File: config.mk
export PLATFORM = sky130hd
export DESIGN_NAME = tbwm_front
export DESIGN_NICKNAME = d
export VERILOG_FILES = /design/src/rtl/core/tbwm_pkg.sv /design/src/rtl/core/tbwm_front.sv
export SDC_FILE = /design/constraint.sdc
export NUM_CORES = 1
export LEC_CHECK = 0
export BUFFER_PORTS_ARGS = -buffer_cell sky130_fd_sc_hd__buf_4
export CAP_MARGIN = 25
export CORE_ASPECT_RATIO = 2
export CORE_MARGIN = 3
export CORE_UTILIZATION = 46
export DETAILED_ROUTE_END_ITERATION = 10
export GPL_TIMING_DRIVEN = 1
export PLACE_DENSITY = 0.74
export SETUP_SLACK_MARGIN = 0.2
export SLEW_MARGIN = 5
export SYNTH_ARGS = -nofsm -noshare
export SYNTH_HDL_FRONTEND = slang
export SYNTH_SLANG_ARGS = --single-unit
File: constraint.sdc
create_clock -name clk -period 1.7 [get_ports clk]
set_input_delay 0.255 -clock clk [delete_from_list [all_inputs] [get_ports clk]]
set_output_delay 0.255 -clock clk [all_outputs]
set_load 0.01 [all_outputs]
File: src/rtl/core/tbwm_pkg.sv
// shared types and constants of the trie banned word matcher
`timescale 1ns / 1ps
package tbwm_pkg;

  localparam int NODE_CAPACITY = 1024;
  localparam int MAX_WORD_LEN  = 16;
  localparam int CHAR_BITS     = 16;

  localparam int NODE_BITS = $clog2(NODE_CAPACITY);
  localparam int USED_BITS = $clog2(NODE_CAPACITY + 1);
  localparam int WK_BITS   = (MAX_WORD_LEN > 1) ? $clog2(MAX_WORD_LEN) : 1;
  localparam int WCNT_BITS = $clog2(MAX_WORD_LEN + 1);
  localparam int KEY_BITS  = NODE_BITS + CHAR_BITS;
  // pointer with a valid flag on top
  localparam int PTR_BITS  = NODE_BITS + 1;
  localparam int EDGE_BITS = KEY_BITS + PTR_BITS;

  localparam logic [1:0] LEAF_NONE  = 2'd0;
  localparam logic [1:0] LEAF_BLACK = 2'd1;

  localparam logic [1:0] ERR_NONE = 2'd0;
  localparam logic [1:0] ERR_FULL = 2'd1;
  localparam logic [1:0] ERR_LONG = 2'd2;

  localparam logic REQ_INSERT = 1'b0;
  localparam logic REQ_TEXT   = 1'b1;

  typedef struct packed {
    logic        req_type;
    logic [15:0] ch;
    logic        is_last;
    logic [1:0]  leaf_type;
  } item_t;

  typedef struct packed {
    logic  valid;
    item_t item;
  } front_out_t;

  // xor fold of parent node and character into a bucket index
  function automatic logic [NODE_BITS-1:0] bucket(input logic [NODE_BITS-1:0] parent,
                                                  input logic [CHAR_BITS-1:0] c);
    logic [NODE_BITS-1:0] h;
    h = parent;
    for (int i = 0; i < CHAR_BITS; i++) begin
      h[i % NODE_BITS] = h[i % NODE_BITS] ^ c[i];
    end
    return h;
  endfunction

endpackage

File: src/rtl/core/tbwm_front.sv
// input side: accepts items into a two entry queue for the engine
`timescale 1ns / 1ps
module tbwm_front (
  input  logic                clk,
  input  logic                rst,
  input  logic                in_valid,
  output logic                in_ready,
  input  tbwm_pkg::item_t     in_item,
  output tbwm_pkg::front_out_t head,
  input  logic                pop
);

  tbwm_pkg::item_t slot [2];
  logic       rd_ptr;
  logic       wr_ptr;
  logic [1:0] count;
  logic       push;
  logic       take;

  assign in_ready = (count != 2'd2);
  assign push     = in_valid && in_ready;
  assign take     = pop && (count != 2'd0);

  assign head.valid = (count != 2'd0);
  assign head.item  = slot[rd_ptr];

  always_ff @(posedge clk) begin
    if (push) begin
      slot[wr_ptr] <= in_item;
    end
    if (rst) begin
      rd_ptr <= 1'b0;
      wr_ptr <= 1'b0;
      count  <= 2'd0;
    end else begin
      if (push) wr_ptr <= ~wr_ptr;
      if (take) rd_ptr <= ~rd_ptr;
      count <= count + {1'b0, push} - {1'b0, take};
    end
  end

endmodule

# Word level (Yosys, flattened, before mapping)
# Memories as Yosys holds them, arrays and structs flattened. A register that Yosys moved wholly into a read port is not among the register bits.
# Cells that the tools add are included.
[totals]
ramBits = 40
latchBits = 0
mem_count = 1
mem_bits_ro = 0
word_cells = 16
regBits = 4
inputBits = 24
output_inout_bits = 22
[memory_table]
columns = ["name", "words", "word_bits", "rd", "rd_clocked_by_memory_dff", "wr", "line_no", "source"]
rows = [
  ["slot", 2, 20, 1, 1, 1, "tbwm_front.sv:13", "tbwm_pkg::item_t slot [2];"],
]
[op_classes]
bitwise_logic = 2
multipliers = 0
shift = 0
div = 0
order_cmp = 0
eq_ne = 1
n_addsub = 2
reduce_logical = 3
muxes = 4
[ops]
columns = ["op", "n"]
rows = [
  ["1-bit two-way mux", 4],
  ["2-bit by 1-bit adder with 2-bit output", 1],
  ["1-bit logical AND", 2],
  ["2-bit inequality test, second input constant", 1],
  ["1-bit NOT", 2],
  ["2-bit nonzero test", 1],
  ["2-bit by 1-bit subtractor with 2-bit output", 1],
]

# Longest topological paths before layout
# Gate-level depths: netlist (run 1).
[logic_depth]
ltp_word = 4
depth_mapped = 8
ltp_nobuf = 8

# Worst setup path before layout (run 1)
# OpenSTA, ideal clock, no wires.
[synth_path]
path_kind = "register -> register"
from = "register count[0]"
to = "memory slot[0][0] (netlist name) (enable)"
period_less_slack_ps = 1849
path_slack_ps = -149
n_path_buf = 0
setup_ps = 397
stages_incl_launch_ff = 4
arrival_time_ps = 1453
cell_sequence = "dfxtp_1 nand2b_2 nand2_2 nor2_1"
[synth_via]
elab_chain_len = 4
[synth_lines]
columns = ["item", "line_no", "source"]
rows = [
  ["start: declaration", "tbwm_front.sv:16", "logic [1:0] count;"],
  ["start signal: assignment", "tbwm_front.sv:38", "count <= count + {1'b0, push} - {1'b0, take};"],
  ["2-bit inequality test", "tbwm_front.sv:20", "assign in_ready = (count != 2'd2);"],
  ["via in_ready", "tbwm_front.sv:7", "output logic in_ready,"],
  ["1-bit logical AND", "tbwm_front.sv:21", "assign push = in_valid && in_ready;"],
  ["1-bit two-way mux", "tbwm_front.sv:28", "if (push) begin"],
  ["1-bit two-way mux (implied by the code)", "tbwm_front.sv:29", "slot[wr_ptr] <= in_item;"],
  ["end: declaration", "tbwm_front.sv:13", ""],
]
# The timed path passes the listed nets, and every way through them passes these cells.

==> load_flow_metrics.sql, run 1 <==
INSERT INTO impl_metrics (metric_group, metric, value, unit) VALUES
('sta', 'setup_viol_count_final', '0', ''),
('logic_synthesis', 'synth.top_cells.by_area', 'edfxtp_1, mux2_1, dfxtp_1, ha_1, nor2_1', ''),
('detailed_routing', 'avgViaCountPerCell', '4.83', ''),
('die', 'design.die.area', '0.00444', 'mm2'),
('clocking', 'clock_tree_from_tritoncts', 'done', ''),
('clocking', 'clk-insertion-delay-late', '0.29', 'ns'),
('placement', 'final_weighted_congestion_in_routability_driven_placement', '0.700', ''),
('clocking', 'cts_hold_repair.buffers', '0', ''),
('logic_synthesis', 'synth_seq_cells', '45', ''),
('die', 'rows', '30', ''),
('logic_synthesis', 'synthesis.nets', '112', ''),
('placement', 'post-place-cells', '180', ''),
('logic_synthesis', 'syn-instance-count', '86', ''),
('flow_run', 'maxCapViolCount', '0', ''),
('clocking', 'max-clock-path-buffers', '2', ''),
('finish', 'final_core_util', '0.715', ''),
('die', 'num_io_pins', '46', ''),
('sta', 'worst-slew-pin-transition', '0.269', 'ns'),
('die', 'die_h', '91.3', 'um'),
('logic_synthesis', 'leading_cell_types_by_count_after_synthesis', 'edfxtp_1, mux2_1, dfxtp_1, nor2_1', ''),
('global_routing', 'globalRouteOverflowTotal', '0', ''),
('setup_path', 'endpoint_kind', 'output pin', ''),
('pwr', 'power.density_cell_area', '1510', 'mW/mm2'),
('pwr', 'max-vdd-ir-drop', '1.23', 'mV'),
('detailed_routing', 'dr.first_iter.drc_count', '28', ''),
('logic_synthesis', 'synth-edff-count', '40', ''),
('clocking', 'clockRootBuffer', 'clkbuf_8', ''),
('setup_path', 'reg2reg_slack', '0.13', 'ns'),
('setup_path', 'critical_path.n_buffers_inverters', '2', ''),
('detailed_routing', 'detail_route.wl_per_cell', '17.7', 'um'),
('setup_path', 'worst-path-max-fanout', '10', ''),
('logic_synthesis', 'post-synth-top-count-cell', 'edfxtp_1', ''),
('logic_synthesis', 'synth-seq-area-share', '0.777', ''),
('finish', 'multi_input_comb_area', '468', 'um2'),
('logic_synthesis', 'synth-warning-count', '0', ''),
('finish', 'post_route_cells_drive_above_1_share', '0.605', ''),
('logic_synthesis', 'netlist_area', '0.00167', 'mm2'),
('finish', 'antennaDiodeCount', '0', ''),
('finish', 'stdcell_area', '0.00247', 'mm2'),
('logic_synthesis', 'synth_area_per_cell', '19.5', 'um2'),
('finish', 'fillcell_total', '238', ''),
('sta', 'timing.hold.ws', '0.145', 'ns'),
('clocking', 'clkTransAtPathRegs', '0.08', 'ns'),
('logic_synthesis', 'synth_area_leader_cell', 'edfxtp_1', ''),
('global_routing', 'first_global_vias', '1039', ''),
('setup_path', 'critical_path_required', '1.44', 'ns'),
('setup_path', 'timing.critical_path.from_type', 'flip-flop', ''),
('logic_synthesis', 'async_flop_share', '0', ''),
('logic_synthesis', 'postSynth.topFlopCell', 'edfxtp_1', ''),
('clocking', 'cts_made_buffers', '5', ''),
('logic_synthesis', 'post-synth-top-area-fraction', '0.717', ''),
('die', 'die_width', '48.7', 'um'),
('detailed_routing', 'detailedRoute.firstPassIterationCount', '4', ''),
('sta', 'timing.slew.headroom', '0.821', ''),
('pwr', 'p_leak', '0.000976', 'uW'),
('detailed_routing', 'detail-route-antenna-nets', '0', ''),
('placement', 'pre_cts_setup_slack', '-0.00511', 'ns'),
('placement', 'dp.final_hpwl', '2.07', 'mm'),
('sta', 'timing.final.ws_setup', '0.112', 'ns'),
('finish', 'register_area', '0.00131', 'mm2'),
('detailed_routing', 'total_wire_length', '3.45', 'mm'),
('setup_path', 'crit_path_cell_chain', 'buf_12 > mux2_1 > buf_4', ''),
('run_status', 'status', 'finished, final reports clean', ''),
('finish', 'area_growth', '47.5', '%'),
('setup_path', 'worst_path_dominant_cell_family', 'flip-flops', ''),
('setup_path', 'critical_path.max_stage_delay', '0.39', 'ns'),
('setup_path', 'worst-setup-path-type', 'flip-flop to output pin', ''),
('min_path', 'worst_hold_stages', '1', ''),
('finish', 'instances_no_fill', '195', ''),
('placement', 'placement.cell_area', '0.00209', 'mm2'),
('detailed_routing', 'route.vias.total', '941', '');
==> final cells by class <==
type                    instances  share of cell area
flip-flops and latches         45               0.532
repair buffers                 55               0.198
multi-input cells              38               0.190
clock buffers                   5              0.0279
clock inverters                 3              0.0264
well taps                      48              0.0243
inverters                       1             0.00253
==> layout by cell type, fill, tap and decap left out <==
cell	netlist	layout
buf_8	0	1
and3_1	1	1
ha_4	0	2
buf_6	0	10
inv_4	0	1
nand2_4	0	1
nor2_1	5	4
xor2_2	0	1
clkbuf_8	0	5
dfxtp_1	5	2
dfxtp_4	0	3
mux2_1	20	6
mux2_4	1	15
nand2b_4	0	1
o21a_4	0	1
xnor2_1	2	2
nor2_4	0	1
bufinv_16	0	2
buf_12	0	1
nor2b_1	2	2
or2_1	1	1
buf_4	0	42
clkinv_2	0	1
edfxtp_1	40	40
clkbuf_16	0	1
==> how the worst max path moves through the flow <==
stage,endpoint,slack (ns),cells past startpoint
3_3_place_gp,count[1]$_SDFF_PP0_,0.21,8
5_1_grt,head[17],0.07,3
4_1_cts,head[7],0.10,3
2_1_floorplan,count[1]$_SDFF_PP0_,0.19,8
6_report,head[1],0.11,3
3_5_place_dp,count[1]$_SDFF_PP0_,-0.005,8
==> per-stage QoR <==
step	TNS (ns)	total power, uW
2_1_floorplan	0	1950
3_3_place_gp	0	2310
3_5_place_dp	-0.00511	2370
4_1_cts	0	3420
5_1_grt	0	3880
6_report	0	3720
==> per-layer routing <==
layer | wire length, um | global-route usage
met5 | 0 | 0
met4 | 37 | 0.0499
met3 | 168 | 0.0460
met2 | 2120 | 0.292
met1 | 1130 | 0.135
==> what timing repair did <==
| action | 4_1_cts | 5_1_grt |
|---|---|---|
| setup buffers | 2 | 3 |
| resized for setup | 13 | 30 |
| pin swaps | 2 | 6 |
| gates cloned | 0 | 2 |
| endpoints found under the setup margin | 21 | 21 |
==> power by group <==
group / internal [uW] / switching [uW]
sequential: 1410 / 97.7
combinational: 761 / 536
clock: 583 / 330
total: 2760 / 963
==> registers in the layout (all words and copies together) (netlist names), named ones only <==
signal	cells
wr_ptr	1
rd_ptr	1
count	2
slot	40
==> cells by family after synthesis <==
group	after synthesis	share of synthesized area
buffers and inverters	3	0.00822
AO/OA/AOI/OAI	1	0.00523
XOR/XNOR	3	0.0157
AND/OR/NAND/NOR	11	0.0351
multiplexers	21	0.143
adder cells (fa/ha/maj)	2	0.0149
flip-flops	45	0.777
No activity file was read; power rests on OpenSTA's default activity.
==> inputs of run 2 (changes only) <==
- CELL_PAD_IN_SITES_DETAIL_PLACEMENT: unset -> 1
- CELL_PAD_IN_SITES_GLOBAL_PLACEMENT: unset -> 2
- CORE_UTILIZATION: 46 -> 33
- PLACE_DENSITY: 0.74 -> unset
- PLACE_DENSITY_LB_ADDON: unset -> 0.1
==> run 2 against run 1 <==
Compared with the run above:
- sequential share of layout area decreased by 1.2 points
- fmax is 4.4% higher
- sequential cell count stayed put
- via count increased by 0.43%
- critical path depth is the same
- highest routed layer unchanged
- core utilization is 20 points lower
- largest cell class unchanged
- non-clock buffer count up 4
==> load_flow_metrics.sql, run 2 (synthesis results as in run 1) <==
INSERT INTO impl_metrics (metric_group, metric, value, unit) VALUES
('run_status', 'status', 'finished, final reports clean', ''),
('finish', 'post_route_cells_drive_above_1_share', '0.642', ''),
('placement', 'io_buffers', '45', ''),
('detailed_routing', 'dr.first_iter.drc_count', '15', ''),
('sta', 'finalClockSkew', '0.00228', 'ns'),
('min_path', 'worst_hold_path_type', 'primary input to flip-flop', ''),
('placement', 'dp.final_hpwl', '2.49', 'mm'),
('placement', 'placement.cell_area', '0.00213', 'mm2'),
('flow_run', 'maxCapViolCount', '0', ''),
('die', 'placeable_core_region', '0.00491', 'mm2'),
('global_routing', 'first_global_vias', '1122', ''),
('clocking', 'ctsHtreeMaxLevel', '2', ''),
('min_path', 'worst_hold_stages', '1', ''),
('pwr', 'p_int', '2700', 'uW'),
('setup_path', 'critical_path_required', '1.44', 'ns'),
('die', 'initial_core_util', '0.341', ''),
('pwr', 'power.density_cell_area', '1450', 'mW/mm2'),
('finish', 'stdcell_area', '0.00253', 'mm2'),
('detailed_routing', 'detail_route.wl_per_cell', '17.0', 'um'),
('global_routing', 'grt_util_all_layers', '0.126', ''),
('placement', 'post-place-cells', '192', ''),
('pwr', 'sw_frac_of_total', '0.263', ''),
('setup_path', 'worst-setup-path-type', 'flip-flop to output pin', ''),
('sta', 'rsz0062_at_grt', 'yes', ''),
('sta', 'period_minus_slack', '1.52', 'ns'),
('die', 'design.die.area', '0.00602', 'mm2'),
('setup_path', 'worst-path-max-fanout', '7', ''),
('pwr', 'p_comb_frac', '0.383', ''),
('setup_path', 'reg2reg_slack', '0.20', 'ns'),
('finish', 'mostFrequentLayoutCell', 'edfxtp_1', ''),
('die', 'rows', '36', ''),
('pwr', 'seq_power_share', '0.409', ''),
('die', 'num_io_pins', '46', ''),
('die', 'die_h', '107', 'um'),
('clocking', 'cts_sinks', '45', ''),
('finish', 'antennaDiodeCount', '0', ''),
('placement', 'final_weighted_congestion_in_routability_driven_placement', '0.669', ''),
('sta', 'worst-slew-pin-transition', '0.268', 'ns'),
('sta', 'slew_viol_final', '0', ''),
('pwr', 'p_leak', '0.00101', 'uW'),
('sta', 'hold_viol', '0', ''),
('setup_path', 'timing.critical_path.from_type', 'flip-flop', ''),
('global_routing', 'globalRouteOverflowTotal', '0', ''),
('detailed_routing', 'detail-route-antenna-nets', '0', ''),
('pwr', 'power.net_switching', '965', 'uW'),
('min_path', 'hold_path_end', 'slot[0][4]$_DFFE_PP_', ''),
('sta', 'achievable-frequency', '657', 'MHz'),
('sta', 'timing.slew.headroom', '0.821', ''),
('pwr', 'max-vdd-ir-drop', '1.04', 'mV'),
('clocking', 'cts_hold_repair.buffers', '0', ''),
('clocking', 'clock_tree_from_tritoncts', 'done', ''),
('global_routing', 'antenna_found_initial', '0', ''),
('finish', 'largest_register', 'slot', ''),
('clocking', 'cts_made_buffers', '5', ''),
('clocking', 'clockRootBuffer', 'clkbuf_8', ''),
('detailed_routing', 'detailedRoute.firstPassIterationCount', '4', ''),
('finish', 'largest_reg_flops', '40', ''),
('finish', 'instances_no_fill', '208', ''),
('setup_path', 'worst_r2r_startpoint', 'count[1]$_SDFF_PP0_', ''),
('detailed_routing', 'route.vias.total', '945', ''),
('detailed_routing', 'drc', '0', ''),
('global_routing', 'grt_max_degree', '14', ''),
('sta', 'fin_setup_tns', '0', 'ns'),
('global_routing', 'grt_pass1_wl', '5.59', 'mm'),
('detailed_routing', 'avgViaCountPerCell', '4.54', ''),
('min_path', 'min-delay-start', 'in_item[4]', ''),
('setup_path', 'endpoint_kind', 'output pin', ''),
('clocking', 'max-clock-path-buffers', '2', ''),
('clocking', 'clkTransAtPathRegs', '0.08', 'ns'),
('finish', 'final_core_util', '0.515', ''),
('finish', 'mostFrequentLayoutCells', 'edfxtp_1, buf_4, mux2_4', ''),
('sta', 'setup_viol_count_final', '0', ''),
('pwr', 'power.clock.fraction', '0.208', ''),
('setup_path', 'logic_depth_of_the_worst_register_to_register_path', '7', ''),
('finish', 'net_count_final', '176', ''),
('finish', 'largestRegisters', 'slot (40), count (2)', ''),
('sta', 'timing.hold.ws', '0.153', 'ns'),
('setup_path', 'worstReg2RegEnd', 'count[1]$_SDFF_PP0_', ''),
('clocking', 'clk-insertion-delay-late', '0.28', 'ns'),
('finish', 'area_growth', '51.0', '%'),
('die', 'die_width', '56.4', 'um'),
('sta', 'period_share', '0.895', ''),
('detailed_routing', 'total_wire_length', '3.54', 'mm'),
('setup_path', 'worst_ep_arrival_time', '1.27', 'ns');
==> run 2: changes by cell type in the layout (fill, tap and decap cells not counted), moves of 2 or more <==
cell,change
buf_4,-6
buf_8,+2
buf_6,+10
mux2_4,+6
mux2_1,-6
==> run 2: worst max-delay path by stage <==
stage | endpoint | cells past startpoint
after floorplan | count[1]$_SDFF_PP0_ | 8
after global placement | count[1]$_SDFF_PP0_ | 8
after detailed placement | count[1]$_SDFF_PP0_ | 8
after CTS | head[0] | 3
after global routing | head[0] | 3
final | head[0] | 3
==> run 2: power by group through the flow <==
| stage | clock (uW) | sequential [uW] | combinational (uW) |
|---|---|---|---|
| 2_1_floorplan | 0 | 1460 | 488 |
| 3_3_place_gp | 0 | 1470 | 902 |
| 3_5_place_dp | 0 | 1480 | 933 |
| 4_1_cts | 793 | 1500 | 1380 |
| 5_1_grt | 831 | 1510 | 1520 |
| 6_report | 761 | 1500 | 1410 |
==> run 2: stage by stage <==
step / setup WS [ns] / total power [uW]
floorplan: 0.187 / 1950
global placement: 0.185 / 2370
detailed placement: 0.00561 / 2410
CTS: 0.151 / 3670
global route: 0.136 / 3860
finish: 0.179 / 3670
==> run 2: per-layer routing <==
layer / vias to the layer above / track usage / part of all wire
li1: 447 / - / -
met1: 463 / 0.113 / 0.31
met2: 30 / 0.256 / 0.62
met3: 5 / 0.0289 / 0.043
met4: 0 / 0.0509 / 0.019
met5: - / 0 / 0
==> run 2: what timing repair did <==
item,in CTS,in global routing
gates resized for setup,61,1
hold endpoints to repair,0,0
setup buffers,4,3
cloned,1,0
endpoints found under the setup margin,21,21
pin swaps,4,5
==> run 2: layout make-up <==
cell class	count	area [um2]
sequential	45	1310
timing repair buffer	59	541
multi-input combinational	38	490
clock inverter	2	33.8
inverter	1	6.26
fill	471	2380
tap	57	71.3
clock buffer	6	72.6
==> run 2: critical path: stages (launching register included) <==
cell,delay [ns]
dfxtp_4,0.39
buf_8,0.15
mux2_4,0.31
buf_6,0.12
